<file path="src/period_jitter_histogram_macros.svh">
// assertion helpers used by period_jitter_histogram.sv
`ifndef PERIOD_JITTER_HISTOGRAM_MACROS_SVH
`define PERIOD_JITTER_HISTOGRAM_MACROS_SVH

// same-cycle implication, clocked on clk, off while arst_n is low
`define PJH_ASSERT_IMP(name, ante, cons, msg) \
	name: assert property (@(posedge clk) disable iff (!arst_n) (ante) |-> (cons)) \
		else $error(msg);

// next-cycle implication, clocked on clk, off while arst_n is low
`define PJH_ASSERT_NEXT(name, ante, cons, msg) \
	name: assert property (@(posedge clk) disable iff (!arst_n) (ante) |=> (cons)) \
		else $error(msg);

`endif

</file>
<file path="src/pjh_pkg.sv">
package pjh_pkg;

	localparam int STAMP_W = 36;
	localparam int NOM_W = 35;
	localparam int TOL_W = 30;
	localparam int BINW_W = 27;
	localparam int CFG_DATA_W = 35;
	localparam int CNT_W = 32;
	localparam int SUM_W = 63;
	localparam int BIN_W = 5;
	localparam int BIN_COUNT = 27;
	localparam int THR_COUNT = 15;
	localparam int THR_W = 31;
	localparam int STEP_W = 4;

	localparam logic [STAMP_W-1:0] WRAP_NS = 36'd60000000000;
	localparam logic [STAMP_W-1:0] MIN_NONE = '1;

	localparam logic [NOM_W-1:0] NOMINAL_RESET = 35'd1000000000;
	localparam logic [TOL_W-1:0] TOLERANCE_RESET = 30'd10000000;
	localparam logic [BINW_W-1:0] BIN_WIDTH_RESET = 27'd500000;

	localparam logic [BIN_W-1:0] BIN_EXACT = 5'd0;
	localparam logic [BIN_W-1:0] BIN_LATE_NEAR_BASE = 5'd1;
	localparam logic [BIN_W-1:0] BIN_LATE_FAR_BASE = 5'd11;
	localparam logic [BIN_W-1:0] BIN_EARLY_BASE = 5'd11;
	localparam logic [BIN_W-1:0] BIN_EARLY_OPEN = 5'd20;
	localparam logic [STEP_W-1:0] LATE_NEAR_STEPS = 4'd10;
	localparam logic [STEP_W-1:0] EARLY_STEPS = 4'd9;

	typedef enum logic [1:0] {
		CFG_NOMINAL = 2'd0,
		CFG_TOLERANCE = 2'd1,
		CFG_BIN_WIDTH = 2'd2
	} cfg_reg_t;

	typedef struct packed {
		logic [STAMP_W-1:0] stamp_ns;
	} stamp_beat_t;

	typedef struct packed {
		logic is_first;
		logic [STAMP_W-1:0] period_ns;
		logic is_outlier;
		logic [BIN_W-1:0] bin_index;
		logic [CNT_W-1:0] bin_total;
		logic [CNT_W-1:0] outlier_total;
		logic [CNT_W-1:0] accepted_total;
		logic [SUM_W-1:0] period_sum_ns;
		logic [STAMP_W-1:0] early_max_ns;
		logic [STAMP_W-1:0] early_min_ns;
		logic [STAMP_W-1:0] late_max_ns;
		logic [STAMP_W-1:0] late_min_ns;
	} result_beat_t;

endpackage

</file>
<file path="src/pjh_stream_if.sv">
interface pjh_stream_if #(
	parameter type data_t = logic
);
	logic valid;
	logic ready;
	data_t data;

	modport source (output valid, output data, input ready);
	modport sink (input valid, input data, output ready);
endinterface

</file>
<file path="src/period_jitter_histogram.sv">
// Period jitter histogram. Takes one timestamp beat per cycle unless the result side stalls, and
// returns one result beat per timestamp, in order, once it has passed all four registers. The
// path is a four-register pipeline (reduced stamp, period, deviation and bin choice, counter
// update) that moves as a whole: a stall on the result side holds every stage, and the stamp
// side is ready whenever the result register is empty or being taken. The 27 bin counters and
// all totals sit in flip-flops cleared by reset, so no clearing pass follows reset. Bin limits
// are multiples of the bin width formed from the configuration registers, which are to be
// written only while no beat is in flight.
`include "period_jitter_histogram_macros.svh"

module period_jitter_histogram (
	input logic clk,
	input logic arst_n,
	input logic cfg_wr_en,
	input logic [1:0] cfg_index,
	input logic [pjh_pkg::CFG_DATA_W-1:0] cfg_data,
	pjh_stream_if.sink stamps,
	pjh_stream_if.source results
);

	localparam int SW = pjh_pkg::STAMP_W;

	logic [pjh_pkg::NOM_W-1:0] nominal_q;
	logic [pjh_pkg::TOL_W-1:0] tolerance_q;
	logic [pjh_pkg::BINW_W-1:0] bin_width_q;

	logic adv;
	logic v_s1, v_s2, v_s3, res_valid_q;

	logic [SW-1:0] stamp_in;
	logic [SW-1:0] stamp_red;
	logic [SW-1:0] stamp_s1;

	logic [SW-1:0] last_q;
	logic have_q;
	logic [SW-1:0] period_calc;
	logic first_s2;
	logic [SW-1:0] period_s2;

	logic [SW-1:0] nom_ext;
	logic [SW-1:0] lo_lim;
	logic [SW-1:0] hi_lim;
	logic [pjh_pkg::BINW_W-1:0] w_eff;
	logic [pjh_pkg::THR_W-1:0] thr [pjh_pkg::THR_COUNT];
	logic [pjh_pkg::THR_COUNT-1:0] ge;
	logic [pjh_pkg::STEP_W-1:0] steps;
	logic early_c;
	logic outl_c;
	logic [SW-1:0] dev_c;
	logic [pjh_pkg::BIN_W-1:0] bin_c;

	logic first_s3, early_s3, outl_s3;
	logic [SW-1:0] period_s3;
	logic [SW-1:0] dev_s3;
	logic [pjh_pkg::BIN_W-1:0] bin_s3;

	logic [pjh_pkg::CNT_W-1:0] bins_q [pjh_pkg::BIN_COUNT];
	logic [pjh_pkg::CNT_W-1:0] outl_cnt_q, acc_cnt_q;
	logic [pjh_pkg::SUM_W-1:0] sum_q;
	logic [SW-1:0] early_hi_q, early_lo_q, late_hi_q, late_lo_q;

	logic [pjh_pkg::CNT_W-1:0] bin_old, bin_new;
	logic [pjh_pkg::SUM_W:0] sum_ext;
	logic [pjh_pkg::SUM_W-1:0] sum_new;

	logic res_first_q, res_outl_q;
	logic [SW-1:0] res_period_q;
	logic [pjh_pkg::BIN_W-1:0] res_bin_q;
	logic [pjh_pkg::CNT_W-1:0] res_bin_total_q;

	// configuration
	always_ff @(posedge clk or negedge arst_n) begin
		if (!arst_n) begin
			nominal_q <= pjh_pkg::NOMINAL_RESET;
			tolerance_q <= pjh_pkg::TOLERANCE_RESET;
			bin_width_q <= pjh_pkg::BIN_WIDTH_RESET;
		end else if (cfg_wr_en) begin
			case (cfg_index)
				pjh_pkg::CFG_NOMINAL: nominal_q <= cfg_data;
				pjh_pkg::CFG_TOLERANCE: tolerance_q <= cfg_data[pjh_pkg::TOL_W-1:0];
				pjh_pkg::CFG_BIN_WIDTH: bin_width_q <= cfg_data[pjh_pkg::BINW_W-1:0];
				default: ;
			endcase
		end
	end

	// whole pipe moves when the result register is free
	assign adv = !res_valid_q || results.ready;
	assign stamps.ready = adv;

	always_ff @(posedge clk or negedge arst_n) begin
		if (!arst_n) begin
			v_s1 <= 1'b0;
			v_s2 <= 1'b0;
			v_s3 <= 1'b0;
			res_valid_q <= 1'b0;
		end else if (adv) begin
			v_s1 <= stamps.valid;
			v_s2 <= v_s1;
			v_s3 <= v_s2;
			res_valid_q <= v_s3;
		end
	end

	// stage 1: stamp folded into the wrap
	assign stamp_in = stamps.data.stamp_ns;
	assign stamp_red = (stamp_in >= pjh_pkg::WRAP_NS) ? stamp_in - pjh_pkg::WRAP_NS : stamp_in;

	always_ff @(posedge clk) begin
		if (adv) begin
			stamp_s1 <= stamp_red;
		end
	end

	// stage 2: period against the baseline
	assign period_calc = (stamp_s1 >= last_q) ? stamp_s1 - last_q
		: stamp_s1 - last_q + pjh_pkg::WRAP_NS;

	always_ff @(posedge clk or negedge arst_n) begin
		if (!arst_n) begin
			last_q <= '0;
			have_q <= 1'b0;
		end else if (adv && v_s1) begin
			last_q <= stamp_s1;
			have_q <= 1'b1;
		end
	end

	always_ff @(posedge clk) begin
		if (adv) begin
			first_s2 <= !have_q;
			period_s2 <= have_q ? period_calc : '0;
		end
	end

	// stage 3: deviation, tolerance and bin choice
	assign nom_ext = SW'(nominal_q);
	assign lo_lim = (nominal_q > pjh_pkg::NOM_W'(tolerance_q))
		? nom_ext - SW'(tolerance_q) : '0;
	assign hi_lim = nom_ext + SW'(tolerance_q);
	assign w_eff = (bin_width_q == '0) ? pjh_pkg::BINW_W'(1) : bin_width_q;

	always_comb begin
		for (int j = 0; j < pjh_pkg::THR_COUNT; j++) begin
			thr[j] = pjh_pkg::THR_W'(w_eff) * pjh_pkg::THR_W'(j + 1);
			ge[j] = dev_c >= SW'(thr[j]);
		end
	end

	assign early_c = period_s2 < nom_ext;
	assign dev_c = early_c ? nom_ext - period_s2 : period_s2 - nom_ext;
	assign outl_c = !first_s2 && ((period_s2 < lo_lim) || (period_s2 > hi_lim));
	assign steps = pjh_pkg::STEP_W'($countones(ge));

	always_comb begin
		if (first_s2 || outl_c || (period_s2 == nom_ext)) begin
			bin_c = pjh_pkg::BIN_EXACT;
		end else if (early_c) begin
			if (steps >= pjh_pkg::EARLY_STEPS) begin
				bin_c = pjh_pkg::BIN_EARLY_OPEN;
			end else begin
				bin_c = pjh_pkg::BIN_EARLY_BASE + pjh_pkg::BIN_W'(steps);
			end
		end else if (steps < pjh_pkg::LATE_NEAR_STEPS) begin
			bin_c = pjh_pkg::BIN_LATE_NEAR_BASE + pjh_pkg::BIN_W'(steps);
		end else begin
			// far late bins, the top step count lands in the open bin
			bin_c = pjh_pkg::BIN_LATE_FAR_BASE + pjh_pkg::BIN_W'(steps);
		end
	end

	always_ff @(posedge clk) begin
		if (adv) begin
			first_s3 <= first_s2;
			period_s3 <= period_s2;
			early_s3 <= early_c;
			outl_s3 <= outl_c;
			dev_s3 <= dev_c;
			bin_s3 <= bin_c;
		end
	end

	// stage 4: counters, sum and extremes
	assign bin_old = bins_q[bin_s3];
	assign bin_new = (bin_old == '1) ? bin_old : bin_old + 1'b1;
	assign sum_ext = {1'b0, sum_q} + (pjh_pkg::SUM_W + 1)'(period_s3);
	assign sum_new = sum_ext[pjh_pkg::SUM_W] ? '1 : sum_ext[pjh_pkg::SUM_W-1:0];

	always_ff @(posedge clk or negedge arst_n) begin
		if (!arst_n) begin
			for (int i = 0; i < pjh_pkg::BIN_COUNT; i++) begin
				bins_q[i] <= '0;
			end
			outl_cnt_q <= '0;
			acc_cnt_q <= '0;
			sum_q <= '0;
			early_hi_q <= '0;
			early_lo_q <= pjh_pkg::MIN_NONE;
			late_hi_q <= '0;
			late_lo_q <= pjh_pkg::MIN_NONE;
		end else if (adv && v_s3 && !first_s3) begin
			if (early_s3) begin
				if (dev_s3 > early_hi_q) early_hi_q <= dev_s3;
				if (dev_s3 < early_lo_q) early_lo_q <= dev_s3;
			end else begin
				if (period_s3 > late_hi_q) late_hi_q <= period_s3;
				if (period_s3 < late_lo_q) late_lo_q <= period_s3;
			end
			if (outl_s3) begin
				if (outl_cnt_q != '1) outl_cnt_q <= outl_cnt_q + 1'b1;
			end else begin
				if (acc_cnt_q != '1) acc_cnt_q <= acc_cnt_q + 1'b1;
				sum_q <= sum_new;
				bins_q[bin_s3] <= bin_new;
			end
		end
	end

	always_ff @(posedge clk) begin
		if (adv) begin
			res_first_q <= first_s3;
			res_period_q <= period_s3;
			res_outl_q <= outl_s3;
			res_bin_q <= bin_s3;
			res_bin_total_q <= (first_s3 || outl_s3) ? '0 : bin_new;
		end
	end

	// totals and extremes only change as a beat enters the result register
	assign results.valid = res_valid_q;
	assign results.data.is_first = res_first_q;
	assign results.data.period_ns = res_period_q;
	assign results.data.is_outlier = res_outl_q;
	assign results.data.bin_index = res_bin_q;
	assign results.data.bin_total = res_bin_total_q;
	assign results.data.outlier_total = outl_cnt_q;
	assign results.data.accepted_total = acc_cnt_q;
	assign results.data.period_sum_ns = sum_q;
	assign results.data.early_max_ns = early_hi_q;
	assign results.data.early_min_ns = early_lo_q;
	assign results.data.late_max_ns = late_hi_q;
	assign results.data.late_min_ns = late_lo_q;

	`PJH_ASSERT_IMP(a_outlier_no_bin, res_valid_q && res_outl_q, (res_bin_q == pjh_pkg::BIN_EXACT) && (res_bin_total_q == '0), "outlier beat carries a bin")
	`PJH_ASSERT_IMP(a_first_clean, res_valid_q && res_first_q, (res_period_q == '0) && !res_outl_q, "baseline beat carries a period")
	`PJH_ASSERT_IMP(a_early_order, early_lo_q != pjh_pkg::MIN_NONE, early_lo_q <= early_hi_q, "early extremes out of order")
	`PJH_ASSERT_IMP(a_late_order, late_lo_q != pjh_pkg::MIN_NONE, late_lo_q <= late_hi_q, "late extremes out of order")
	`PJH_ASSERT_NEXT(a_first_once, results.valid && results.ready, !(res_valid_q && res_first_q), "second baseline beat")

endmodule

</file>
<file path="src/flat_wrapper.sv">
// flat-port wrapper written by rule: the top's interface ports become plain ports
module period_jitter_histogram_flat import pjh_pkg::*;
  (clk, arst_n, cfg_wr_en, cfg_index, cfg_data, stamps_valid, stamps_data, stamps_ready, results_valid, results_data, results_ready);
  pjh_stream_if #(.data_t(stamp_beat_t)) stamps_i ();
  pjh_stream_if #(.data_t(result_beat_t)) results_i ();
  input logic clk;
  input logic arst_n;
  input logic cfg_wr_en;
  input logic [1:0] cfg_index;
  input logic [pjh_pkg::CFG_DATA_W-1:0] cfg_data;
  input wire logic [$bits(stamps_i.valid)-1:0] stamps_valid;
  input wire logic [$bits(stamps_i.data)-1:0] stamps_data;
  output wire logic [$bits(stamps_i.ready)-1:0] stamps_ready;
  output wire logic [$bits(results_i.valid)-1:0] results_valid;
  output wire logic [$bits(results_i.data)-1:0] results_data;
  input wire logic [$bits(results_i.ready)-1:0] results_ready;
  assign stamps_i.valid = stamps_valid;
  assign stamps_i.data = stamps_data;
  assign stamps_ready = stamps_i.ready;
  assign results_valid = results_i.valid;
  assign results_data = results_i.data;
  assign results_i.ready = results_ready;
  period_jitter_histogram u_core (.clk(clk), .arst_n(arst_n), .cfg_wr_en(cfg_wr_en), .cfg_index(cfg_index), .cfg_data(cfg_data), .stamps(stamps_i), .results(results_i));
endmodule
</file>
<file path="config.mk">
export PLATFORM = sky130hd
export DESIGN_NAME = period_jitter_histogram_flat
export DESIGN_NICKNAME = d
export VERILOG_FILES = /design/src/pjh_pkg.sv /design/src/pjh_stream_if.sv /design/src/period_jitter_histogram.sv /design/src/flat_wrapper.sv
export VERILOG_INCLUDE_DIRS = /design/src /design/src/src
export SDC_FILE = /design/constraint.sdc
export NUM_CORES = 2
export LEC_CHECK = 0
export ABC_AREA = 1
export BUFFER_PORTS_ARGS = -buffer_cell sky130_fd_sc_hd__buf_2
export CAP_MARGIN = 20
export CORE_MARGIN = 2
export CORE_UTILIZATION = 27
export DETAILED_ROUTE_END_ITERATION = 10
export PLACE_DENSITY = 0.47
export SETUP_SLACK_MARGIN = 0.15
export SYNTH_ARGS = -nofsm -noshare
export SYNTH_HDL_FRONTEND = slang
export SYNTH_SLANG_ARGS = --single-unit
</file>
<file path="constraint.sdc">
create_clock -name clk -period 12 [get_ports clk]
set_input_delay 2.4 -clock clk [delete_from_list [all_inputs] [get_ports clk]]
set_output_delay 2.4 -clock clk [all_outputs]
set_load 0.05 [all_outputs]
</file>
* Yosys cells after proc, flatten, opt, wreduce, memory -nomap -nowiden
Cells that the tools add are included.
** Storage, ports and cells
- Bits in writable memories :: 0
- Bits in registers :: 1496
- Bits of input ports :: 78
- Output and inout port bits :: 348
- Bits in latches :: 0
- Memory bits (read-only) :: 0
- Memories kept :: 0
** Operators by class
- Reductions and logical operators :: 26
- Div/mod/pow operators :: 0
- Bitwise operators :: 3
- $add $sub $neg :: 27
- Equal/unequal tests :: 6
- Multipliers :: 11
- $lt $le $gt $ge :: 29
- Shift operators :: 0
- Mux-type cells :: 16
** Operators with widths (number)
- bitwise mux 864 bit :: 1
- greater-or-equal comparator 36 x 31 -> 1 bit :: 7
- binary-select mux 32 bit (select 5 bit) :: 1
- demux 32 bit (select 5 bit) :: 1
- greater-or-equal comparator 36 x 30 -> 1 bit :: 4
- 2-to-1 mux 36 bit :: 4
- 2-to-1 mux 32 bit :: 4
- multiplier 27 x 4 -> 31 bit, second input constant :: 4
- multiplier 27 x 3 -> 30 bit, second input constant :: 4
- greater-than comparator 36 bit :: 3
- less-than comparator 36 bit :: 3
- adder 32 x 1 -> 32 bit, second input constant :: 3
- multiplier 27 x 2 -> 29 bit, second input constant :: 3
- greater-or-equal comparator 36 x 29 -> 1 bit :: 2
- adder 63 x 36 -> 64 bit :: 1
- != test 32 bit, second input constant :: 2
- 2-to-1 mux 63 bit :: 1
- adder 35 x 30 -> 36 bit :: 1
- adder 36 bit, second input constant :: 1
- equality test 36 x 35 -> 1 bit :: 1
- greater-or-equal comparator 36 x 27 -> 1 bit :: 1
- greater-or-equal comparator 36 x 28 -> 1 bit :: 1
- greater-or-equal comparator 36 bit :: 1
- greater-or-equal comparator 36 bit, second input constant :: 1
- other kinds (30) :: 63

* Longest topological paths before layout
- Depth after elaboration :: 11
- Gate-level depth with buffers :: 57
- Gate-level depth less buffers :: 57

* Worst setup path after synthesis
Ideal clock, no wire load.
- Path kind :: input port to output port
- Start :: in results_ready
- End :: out stamps_ready
- Setup slack :: 1.950 ns
- Arrival :: 7.650 ns
- Path buffers :: 0
- Cell stages on the path :: 2
- Path through :: inv_1 nand2_1
** Between the ends
- Longest elaborated chain between the ends :: 1
** Ends and longest elaborated chain
- start: declaration :: line flat_wrapper.sv:16 : input wire logic [$bits(results_i.ready)-1:0] results_ready;
- logical OR 1 bit :: line period_jitter_histogram.sv:88 : assign adv = !res_valid_q || results.ready;
- end: declaration :: line flat_wrapper.sv:13 : output wire logic [$bits(stamps_i.ready)-1:0] stamps_ready;
Every way passes these cells.

* Worst setup path after layout
- Start :: reg u_core.bin_width_q[22] (netlist name)
- End :: reg u_core.bin_s3[2] (netlist name), data pin
** Between the ends
- Longest elaborated chain between the ends :: 11
- Elaborated cells between the ends (all ways) :: 49
- Classes of those cells :: 16 x add/sub; 11 x mul; 17 x order compare; 4 x mux; 1 x reduce/logical
** Ends and longest elaborated chain
- start: declaration :: line period_jitter_histogram.sv:25 : logic [pjh_pkg::BINW_W-1:0] bin_width_q;
- start signal: assignment :: line period_jitter_histogram.sv:76 : bin_width_q <= pjh_pkg::BIN_WIDTH_RESET;
- start signal: assignment :: line period_jitter_histogram.sv:81 : pjh_pkg::CFG_BIN_WIDTH: bin_width_q <= cfg_data[pjh_pkg::BINW_W-1:0];
- zero test 27 bit :: line period_jitter_histogram.sv:141 : assign w_eff = (bin_width_q == '0) ? pjh_pkg::BINW_W'(1) : bin_width_q;
- 2-to-1 mux 27 bit * :: line period_jitter_histogram.sv:141
- multiplier 27 x 2 -> 29 bit, or another cell as far along :: line period_jitter_histogram.sv:145 : thr[j] = pjh_pkg::THR_W'(w_eff) * pjh_pkg::THR_W'(j + 1);
- greater-or-equal comparator 36 x 29 -> 1 bit, or another cell as far along :: line period_jitter_histogram.sv:146 : ge[j] = dev_c >= SW'(thr[j]);
- adder 1 x 1 -> 2 bit (not written as such) :: line period_jitter_histogram.sv:153 : assign steps = pjh_pkg::STEP_W'($countones(ge));
- adder 4 bit (not written as such) or adder 4 x 1 -> 4 bit (tied branches) :: line period_jitter_histogram.sv:153
- adder 4 bit (not written as such) :: line period_jitter_histogram.sv:153
- adder 4 bit (not written as such) * :: line period_jitter_histogram.sv:153
- adder 4 x 4 -> 5 bit, or another cell as far along :: line period_jitter_histogram.sv:162, period_jitter_histogram.sv:168
- 2-to-1 mux 5 bit (on tied branches) :: line period_jitter_histogram.sv:164, period_jitter_histogram.sv:159
- 2-to-1 mux 5 bit * :: line period_jitter_histogram.sv:158 : end else if (early_c) begin
- end signal: assignment :: line period_jitter_histogram.sv:179 : bin_s3 <= bin_c;
- end: declaration :: line period_jitter_histogram.sv:55 : logic [pjh_pkg::BIN_W-1:0] bin_s3;
Mark *: on every way between the ends. The rest lies on a longest branch, timed or not.
A chain may end at the register's enable or synchronous reset.

==> metrics.md <==
| Metric | Value |
|---|---|
| Maximum number of pins on one net before global-route repair | `140` |
| Share of final-layout standard cells stronger than drive strength 1 | `7.84%` |
| Quantity of hold-fixing buffers added after cts | `0` |
| Startpoint kind of the worst setup timing path | `flop` |
| Outcome | `complete, no violations` |
| Post-route clock skew | `around 110 ps` |
| Prevailing post-synth register cell | `sky130_fd_sc_hd__dfrtp_1` |
| Clock insertion delay at the later pin of the skew report | `between 900 and 1000 ps` |
| Utilization after layout | `between 30% and 40%` |
| Setup TNS after final layout | `0 ps` |
| Dpl cells | `~19000` |
| Post-synth net total | `between 15000 and 20000` |
| Max-cap violation count | `0` |
| Post-synth top cells | `sky130_fd_sc_hd__nand2_1 (4663), sky130_fd_sc_hd__inv_1 (1523), sky130_fd_sc_hd__dfrtp_1 (1168)` |
| Post-CTS setup buffers | `0` |
| Final number of setup-violating endpoints | `0` |
| Clock buffer depth | `4` |
| Number of global-route vias before repair | `a little over 90000` |
| Crit path largest cell delay | `~740 ps` |
| Drt via density | `just under 5` |
| IO Pins | `roughly 430` |
| Synth async-reset ratio | `a little over four fifths` |
| Via count | `approximately 94000` |
| Overflow left after global routing | `0` |
| Final period utilization | `a little over 90%` |
| Detailed Route Iter0 Violations | `7840` |
| Row count | `230` |
| Share of the yosys chip area belonging to registers | `between 30 and 40%` |
| Worst min path class | `flop to flop` |
| Top cell type's share of synthesized area | `a little over a quarter` |
| 1st-pass router iterations | `8` |
| Cell area reported after detailed placement | `about 110000 um^2` |
| Met2 WL | `189000 um` |
| Global-route wire length before repair | `~600000 um` |
| Overall global routing resource usage | `between 20 and 25%` |
| DRT met1 WL | `189000 um` |
| Power per cell area | `326 nW/um^2` |
| Peak Freq | `91.3 MHz` |
| Final-report max-slew violation count | `0` |
| Number of antenna violations at the first check in global routing | `19` |
| DR top layer | `met5` |
| DIE AREA | `around 400000 um^2` |
| EDFF count, synth | `approximately 230` |
| Endpoint kind of the worst setup timing path | `flop` |
| Worst reg-to-reg setup slack | `1050 ps` |
| Num CTS Buffers | `around 190` |
| IO buf count | `between 400 and 500` |
| Worst path slowest cell | `sky130_fd_sc_hd__nor4_1` |
| Slew of the pin with the lowest slew margin | `between 1000 and 1500 ps` |
| Vert. Die Dim | `approximately 630 um` |
| Hold slack final | `between 400 and 500 ps` |
| Hold Vio Cnt, Final | `0` |
| Most repeated cell in the gate-level netlist after synthesis | `sky130_fd_sc_hd__nand2_1` |
| Synthesized area | `~110000 um^2` |
| Starting Density | `between 20% and 30%` |
| Finished Cell Area | `~120000 um^2` |
| Die Width | `~630 um` |
| Shortest clock period the worst path allows after layout | `10950 ps` |
| Number of standard cells in the final layout excluding fillers | `a little under 20000` |
| Post-route antenna net violation count | `0` |
| Kind of critical path | `flop to flop` |
| Final estimated routing congestion in global placement | `~0.92` |
| Number of cells upsized or downsized after cts | `0` |
| Net count reported at finish | `15532` |
| Rel. slew slack | `25.3%` |
| Fillers | `42320` |
| Yosys synthesis warning count | `0` |
| Distinct cells, synth | `slightly above 70` |
| Area overhead of the layout relative to synthesis | `13.2%` |
| Maximum fanout along the worst path | `9` |
| Maximum level of the CTS H-tree | `4` |
| Required time of the critical path | `around 13000 ps` |
| Final HPWL from detailed placement | `a little under 300000 um` |
| Area contributors post-synth | `sky130_fd_sc_hd__dfrtp_1 (27%), sky130_fd_sc_hd__nand2_1 (16%), sky130_fd_sc_hd__ha_1 (13%)` |
| Detailed-routed wire length on met3 | `between 20000 and 25000 um` |
| Worst IR Drop VDD | `0.000245 V` |
| Count of clock tree sinks | `1496` |
| Clock tree from TritonCTS | `done` |
| Setup repair after global routing missed its margin | `false` |
| Cell type with the highest occurrence count on the critical path | `sky130_fd_sc_hd__inv_1` |
| # DRC | `0` |
| Area inside the core boundary | `393000 um^2` |
| Cell leakage power | `approximately 61 nW` |
| Post-synthesis average cell area | `7.65 um^2` |
| Clock tree root buffer cell | `sky130_fd_sc_hd__clkbuf_16` |
| DRT Wirelength | `between 400000 and 500000 um` |
| Wire length per cell after detailed routing | `~21 um` |
| Post-CTS clock slew at the launch and capture registers of the worst setup and hold paths | `~70 ps` |
| Instance count of the mapped netlist | `about 14000` |
| WP data arrival | `11580 ps` |
| Cell taking the most area after synthesis | `sky130_fd_sc_hd__dfrtp_1` |
| #FFs+latches synth | `1496` |
-- cell type report --
class                           count  area (um^2)  share of cell area (%)
Clock inverter                     61          751                   0.622
Inverter                         1558         5860                    4.85
Multi-Input combinational cell  10382        59800                    49.5
Clock buffer                      274         5490                    4.55
Tap cell                         5220         6530                    5.41
Sequential cell                  1496        38700                    32.1
Antenna cell                        9         22.5                  0.0187
Timing Repair Buffer              597         3550                    2.94
-- final timing paths --
| check | cells past startpoint | from | end |
|---|---|---|---|
| setup / recovery | 49 | u_core.bin_width_q[22] | u_core.bin_s3[2] |
| hold / removal | 2 | u_core.bins_q[237] | u_core.bins_q[237] |
| setup reg to reg | 49 | u_core.bin_width_q[22] | u_core.bin_s3[2] |
| hold reg to reg | 2 | u_core.bins_q[237] | u_core.bins_q[237] |
| max in group asynchronous | 3 | arst_n | u_core.acc_cnt_q[16] |
| min in group asynchronous | 1 | arst_n | u_core.last_q[10] |
-- through the flow --
step                      total power, mW  setup slack, ps
after floorplan                      24.7             1950
after CTS                            39.5             1160
after global placement               33.4             1210
final                                39.4             1050
after global routing                 42.9              326
after detailed placement             33.4             1210
-- placed cells by master (no fill, tap or decap), types with 269 or more instances in the layout --
master and n:
sky130_fd_sc_hd__o21ai_0 657, sky130_fd_sc_hd__inv_1 1521, sky130_fd_sc_hd__nand2_1 4661, sky130_fd_sc_hd__a21oi_1 751
sky130_fd_sc_hd__a22oi_1 269, sky130_fd_sc_hd__dfrtp_1 1168, sky130_fd_sc_hd__ha_1 1092, sky130_fd_sc_hd__buf_2 424
sky130_fd_sc_hd__nand3_1 454, sky130_fd_sc_hd__nor2_1 819
-- state kept, by name, summed over array words and instances (netlist names), 5 cells and up --
name	cells
u_core.bins_q	864
u_core.last_q	36
u_core.bin_s3	5
u_core.nominal_q	35
u_core.early_lo_q	36
u_core.late_hi_q	36
u_core.dev_s3	36
u_core.late_lo_q	36
u_core.outl_cnt_q	32
u_core.period_s2	36
u_core.res_bin_total_q	32
u_core.acc_cnt_q	32
u_core.early_hi_q	36
u_core.period_s3	36
u_core.bin_width_q	27
u_core.sum_q	63
u_core.tolerance_q	30
u_core.stamp_s1	36
u_core.res_period_q	36
u_core.res_bin_q	5
-- metal layers --
metal | vias to the layer above | GRT usage, %
li1 | 46258 | -
met1 | 45214 | 27.7
met2 | 2395 | 32.8
met3 | 488 | 2.43
met4 | 10 | 5.78
met5 | - | 0
-- cell families after synthesis --
family / share of synthesized area [%]
simple gates: 24.5
xor+xnor: 3.12
compound gates: 12.8
flops: 36.3
buf+inv: 7.81
mux: 0.0669
fa+ha+maj: 15.4
-- critical path: cells and delay by family (launching register included) --
kind                     cells  cell delay, ps
flip-flops                   1             380
buffers and inverters       10             960
AO/OA/AOI/OAI                9            2010
adder cells (fa/ha/maj)      9            3410
XOR/XNOR                     2             610
AND/OR/NAND/NOR             19            3270
-- report_power, final --
group | switching [mW] | total, mW | leakage [nW] | internal, mW
clock | 2.47 | 5.89 | 3.04 | 3.42
sequential | 1.08 | 7.60 | 18.2 | 6.52
combinational | 17.6 | 25.9 | 39.8 | 8.26
Note: power is estimated with default switching activity, not from simulation.
